===== config.mk =====
export PLATFORM = sky130hd
export DESIGN_NAME = rsso_ctrl
export DESIGN_NICKNAME = d
export VERILOG_FILES = /design/src/hdl/rsso_pkg.sv /design/src/hdl/rsso_ctrl.sv
export SDC_FILE = /design/constraint.sdc
export NUM_CORES = 1
export LEC_CHECK = 0
export ABC_AREA = 0
export BUFFER_PORTS_ARGS = -buffer_cell sky130_fd_sc_hd__buf_2
export CORE_AREA = 2 2 39 41
export DETAILED_ROUTE_END_ITERATION = 10
export DIE_AREA = 0 0 41 43
export PLACE_DENSITY = 0.59
export SYNTH_ARGS = -nofsm -noshare
export SYNTH_HDL_FRONTEND = slang
export SYNTH_SLANG_ARGS = --single-unit

===== constraint.sdc =====
create_clock -name clk -period 1.95 [get_ports clk]
set_input_delay 0.2925 -clock clk [delete_from_list [all_inputs] [get_ports clk]]
set_output_delay 0.2925 -clock clk [all_outputs]
set_load 0.1 [all_outputs]

===== src/hdl/rsso_pkg.sv =====
// shared types, constants and a helper function for the ramped stereo sine oscillator
// no dependencies; compiled first
`timescale 1ns / 1ps
`default_nettype none

package rsso_pkg;

  // build-time sizing
  localparam int PHASE_BITS      = 32;
  localparam int TABLE_ADDR_BITS = 10;
  localparam int SAMPLE_BITS     = 16;
  localparam int MAX_RAMP_SHIFT  = 12;

  // field widths
  localparam int STEP_W  = 32;
  localparam int LEVEL_W = 16;
  localparam int PAN_W   = 16;
  localparam int OUT_W   = 16;
  localparam int CFG_W   = 4;

  localparam int TICK_W    = MAX_RAMP_SHIFT;
  localparam int SHIFT_W   = $clog2(MAX_RAMP_SHIFT + 1);
  localparam int QUAD_BITS = TABLE_ADDR_BITS - 2;
  localparam int GAIN_W    = PAN_W + 2;

  // polynomial arithmetic, Q30 values
  localparam int FRAC  = 30;
  localparam int VAL_W = 31;
  localparam logic [VAL_W-1:0] ONE_Q30     = VAL_W'(1) << FRAC;
  localparam logic [VAL_W-1:0] HORNER_SEED = VAL_W'(3864);
  localparam int HORNER_TERMS = 5;
  localparam int CNT_W        = $clog2(HORNER_TERMS);

  // shared multiplier
  localparam int MUL_W  = (SAMPLE_BITS + LEVEL_W + 1 > 33) ? SAMPLE_BITS + LEVEL_W + 1 : 33;
  localparam int PROD_W = 2 * MUL_W;

  localparam int SINE_AMP  = (1 << (SAMPLE_BITS - 1)) - 1;
  localparam int OUT_SHIFT = SAMPLE_BITS - 1 + 15;
  localparam int HALF_Q15  = 16384;

  // reset values
  localparam logic [STEP_W-1:0]  RESET_STEP       = STEP_W'(44739243);
  localparam logic [LEVEL_W-1:0] RESET_LEVEL      = LEVEL_W'(4096);
  localparam logic [CFG_W-1:0]   RESET_RAMP_SHIFT = CFG_W'(9);

  typedef enum logic [3:0] {
    S_IDLE,
    S_X2,
    S_HORNER,
    S_Y,
    S_AMP,
    S_SL,
    S_MUL_L,
    S_MUL_R,
    S_OUT
  } state_t;

  typedef enum logic [2:0] {
    MUL_NONE,
    MUL_X2,
    MUL_HORNER,
    MUL_Y,
    MUL_AMP,
    MUL_SL,
    MUL_LEFT,
    MUL_RIGHT
  } mul_sel_t;

  typedef struct packed {
    logic             accept;
    logic             incr_calc;
    logic             ramp_update;
    logic             phase_advance;
    mul_sel_t         mul_sel;
    logic [CNT_W-1:0] coef_idx;
    logic             sat_left;
    logic             out_load;
  } dp_cmd_t;

  typedef struct packed {
    logic out_free;
  } dp_sts_t;

  // odd taylor coefficients of sin(pi/2 x), Q30, highest order first after the seed
  function automatic logic [VAL_W-1:0] horner_coef(input logic [CNT_W-1:0] idx);
    logic [VAL_W-1:0] c;
    case (idx)
      3'd0:    c = VAL_W'(172272);
      3'd1:    c = VAL_W'(5026989);
      3'd2:    c = VAL_W'(85569306);
      3'd3:    c = VAL_W'(693598668);
      3'd4:    c = VAL_W'(1686629713);
      default: c = '0;
    endcase
    return c;
  endfunction

endpackage

`default_nettype wire


===== src/hdl/rsso_ctrl.sv =====
// sequencer for the oscillator: steps one tick through the shared multiplier
// depends on rsso_pkg
`timescale 1ns / 1ps
`default_nettype none

module rsso_ctrl import rsso_pkg::*; (
  input  logic    clk,
  input  logic    rst_n,
  input  logic    in_valid,
  output logic    in_ready,
  input  dp_sts_t sts,
  output dp_cmd_t cmd
);

  state_t           state_r, state_nxt;
  logic [CNT_W-1:0] horner_cnt_r, horner_cnt_nxt;

  always_ff @(posedge clk) begin
    if (!rst_n) begin
      state_r      <= S_IDLE;
      horner_cnt_r <= '0;
    end else begin
      state_r      <= state_nxt;
      horner_cnt_r <= horner_cnt_nxt;
    end
  end

  always_comb begin
    state_nxt      = state_r;
    horner_cnt_nxt = horner_cnt_r;
    cmd            = '0;
    in_ready       = 1'b0;
    case (state_r)
      S_IDLE: begin
        in_ready = 1'b1;
        if (in_valid) begin
          cmd.accept = 1'b1;
          state_nxt  = S_X2;
        end
      end
      S_X2: begin
        cmd.mul_sel    = MUL_X2;
        cmd.incr_calc  = 1'b1;
        horner_cnt_nxt = '0;
        state_nxt      = S_HORNER;
      end
      S_HORNER: begin
        cmd.mul_sel       = MUL_HORNER;
        cmd.coef_idx      = horner_cnt_r;
        cmd.ramp_update   = (horner_cnt_r == CNT_W'(0));
        cmd.phase_advance = (horner_cnt_r == CNT_W'(1));
        if (horner_cnt_r == CNT_W'(HORNER_TERMS - 1)) begin
          state_nxt = S_Y;
        end else begin
          horner_cnt_nxt = horner_cnt_r + CNT_W'(1);
        end
      end
      S_Y: begin
        cmd.mul_sel = MUL_Y;
        state_nxt   = S_AMP;
      end
      S_AMP: begin
        cmd.mul_sel = MUL_AMP;
        state_nxt   = S_SL;
      end
      S_SL: begin
        cmd.mul_sel = MUL_SL;
        state_nxt   = S_MUL_L;
      end
      S_MUL_L: begin
        cmd.mul_sel = MUL_LEFT;
        state_nxt   = S_MUL_R;
      end
      S_MUL_R: begin
        cmd.mul_sel  = MUL_RIGHT;
        cmd.sat_left = 1'b1;
        state_nxt    = S_OUT;
      end
      S_OUT: begin
        if (sts.out_free) begin
          cmd.out_load = 1'b1;
          state_nxt    = S_IDLE;
        end
      end
      default: begin
        state_nxt = S_IDLE;
      end
    endcase
  end

  a_accept_starts: assert property (@(posedge clk) disable iff (!rst_n)
    (in_valid && in_ready) |=> (state_r == S_X2))
    else $error("accepted tick did not start the sequence");

  a_out_waits: assert property (@(posedge clk) disable iff (!rst_n)
    (state_r == S_OUT && !sts.out_free) |=> (state_r == S_OUT))
    else $error("result left the sequencer while output register was busy");

endmodule

`default_nettype wire


==> results.md <==
- Clk Latency, worst-skew pair: 250 ps
- Mapped Nets: 62
- Clock power frac: 17.1%
- Post-synth EDFFs: 0
- Hold Buf Count CTS: 0
- DRC: 0
- Status: finished, final reports clean
- Longest Clk Path Bufs: 2
- Via-to-Cell Ratio: 4.88
- I/O Pins: 17
- Final HPWL DP: 798 µm
- Initial antenna violation count: 0
- Nature of the critical path startpoint: register
- Arr. time, crit path: 1650 ps
- Setup Crit Path Kind: reg -> out
- Post-Layout Cell Count: 94
- Logic pwr share: 60.0%
- Asr flop ratio synth: 0%
- CTS HTree Levels: 1
- Switch Pwr: 0.000375 W
- Count leader, synth: dfxtp_1
- Sw frac: 48.9%
- Area contributors post-synth: dfxtp_1, ha_1, and2_1, nor2_1, nor2b_1
- Wire per inst: 11.4 µm
- RSZ-0062 raised after global routing: yes
- Final Skew: 5.89 ps
- ANT cells: 0
- Placed Cells: 88
- Post-synth cell types: 28
- Top cell type's share of synthesized area: 30.9%
- Max-cap violations: 0
- Area growth, synth to finish: 85.6%
- Sinks on Clock Net: 7
- Die X: 41 µm
- Rows: 14
- Most frequent cells after synthesis: dfxtp_1, nor2_1
- Synth Flop Type: dfxtp_1
- Headroom to the max-slew limit: 67.6%
- Pre-antenna DRT Iters: 4
- Final antenna-violating net count: 0
- Fin crit share: 99.6%
- Die area: 0.00176 mm²
- CTS tree: done
- Max IR drop VDD: 0.000495 V
- Nets: 86
- Period minus WS final: 1940 ps
- Pint: 0.000392 W
- Via count: 459
- Gr usage total: 15.0%
- CP cell instances: or4b_4 -> nor3b_4 -> buf_12
- CP max stage cell: or4b_4
- CTS Buf Count: 3
- Clock Root Buffer: clkbuf_4
- Grt ovf: 0
- Final Max Tran Viols: 0
- Max frequency: 515 MHz
- Fin util: 60.8%
- Core area: 0.00138 mm²
- Setup violations, final: 0
- Initial Util: 32.7%
- Die height: 43 µm
- Gpl congestion: 0.713
- Clk pin slew, worst setup/hold paths: 60 ps
- Mapped Area: 453 µm²
- Min-delay worst type: in -> reg
- Share of layout cells above drive strength 1: 60.3%
- Cell area power density: 912 mW/mm²
- Crit path required time: 1660 ps
- Synth Instances: 55
- Leakage power: 0.348 nW
- Pin count of the biggest net entering global routing: 8
- Syn_area_per_cell: 8.24 µm²
- Initial DRC Count: 1
- Crit path largest cell delay: 610 ps
- Setup TNS: 0 ps
- Reg power frac: 22.9%
- Post-synth top area cell: dfxtp_1
- DRT Wirelength: 1070 µm
- Sequential fraction of the synthesis area: 30.9%
- CP endpoint kind: output port
- Actual slew at the worst max-slew pin: 490 ps
- Vias in the first global route: 412
- Yosys warnings: 0
- Yosys reg bits: 7
- Final hold violation count: 0
- First-pass GRT wire length: 1730 µm
- Critical-path maximum fanout: 5
- Port bufs: 16
-- repair_timing --
item	CTS	global route
setup endpoints to repair	4	6
setup buffers	2	1
gates resized for setup	5	2
pin swaps	2	3
-- final cells by class --
type	instances	area (µm²)
clock buffers	3	22.5
clock inverters	1	5.00
fillers	120	543
inverters	3	15.0
multi-input cells	41	378
flip-flops and latches	7	150
well taps	16	20.0
repair buffers	23	250
-- cells by family (layout without fill, tap and decap cells) --
| logic type | after synthesis | in the layout | share of synthesized area (%) |
|---|---|---|---|
| multiplexers | 1 | 1 | 2.21 |
| XOR/XNOR | 2 | 2 | 3.87 |
| adder cells (fa/ha/maj) | 3 | 3 | 8.29 |
| buffers and inverters | 7 | 30 | 8.01 |
| AO/OA/AOI/OAI | 4 | 4 | 4.97 |
| flip-flops | 7 | 7 | 30.9 |
| AND/OR/NAND/NOR | 31 | 31 | 41.7 |
-- placed cells by master, fill, tap and decap left out, types with 2 or more instances in the layout --
master,instances
dfxtp_2,2
clkbuf_4,3
buf_12,8
nor2b_2,2
buf_2,9
buf_4,6
nor2_1,3
nor4_1,2
nor2_4,2
dfxtp_1,3
ha_1,3
inv_1,2
nor3b_4,2
nand2_1,3
nor3_1,2
and2_1,2
dfxtp_4,2
a21oi_1,2
-- power groups by stage --
stage	logic [W]	registers [W]	clock network [W]
global placement	0.000435	0.000174	0
CTS	0.000465	0.000174	0.000141
finish	0.000460	0.000176	0.000131
global route	0.000480	0.000178	0.000147
detailed placement	0.000436	0.000175	0
floorplan	0.000360	0.000164	0
-- flip-flops by register name, summed over array words and instances (netlist names) --
signal        count
state_r           4
horner_cnt_r      3
-- critical path: cells and delay by family, from the launching register on --
kind                   cells  cell delay (ps)
DFF                        1              330
buffers and inverters      1              200
and+or+nand+nor            2              860
-- path summary, 6_finish.rpt --
| check | from | to | slack [ps] | cells after the start |
|---|---|---|---|---|
| worst max-delay path | state_r[2]$_SDFFE_PN0P_ | cmd[9] | 7 | 3 |
| worst min-delay path | rst_n | state_r[3]$_SDFFE_PN0P_ | 310 | 2 |
| worst max register to register | state_r[2]$_SDFFE_PN0P_ | horner_cnt_r[0]$_SDFFE_PN0P_ | 270 | 4 |
| worst min register to register | horner_cnt_r[1]$_SDFFE_PN0P_ | horner_cnt_r[1]$_SDFFE_PN0P_ | 490 | 2 |
-- layer usage --
metal  vias up  routed length [µm]  GRT usage, %
li1        238                   -             -
met1       210                 466          18.4
met2         9                 537          20.3
met3         2                  51          7.85
met4         0                  12          8.00
met5         -                   0             0
-- metrics by stage --
step | hold WS, ps | instance area (µm²) | setup slack (ps) | total power [W]
finish | 312 | 841 | 7.21 | 0.000767
global route | 296 | 841 | -61.0 | 0.000805
CTS | 297 | 836 | -55.8 | 0.000779
detailed placement | 490 | 769 | 179 | 0.000611
global placement | 488 | 769 | 185 | 0.000610
floorplan | 410 | 567 | -389 | 0.000523
Note: power is estimated with default switching activity, not from simulation.
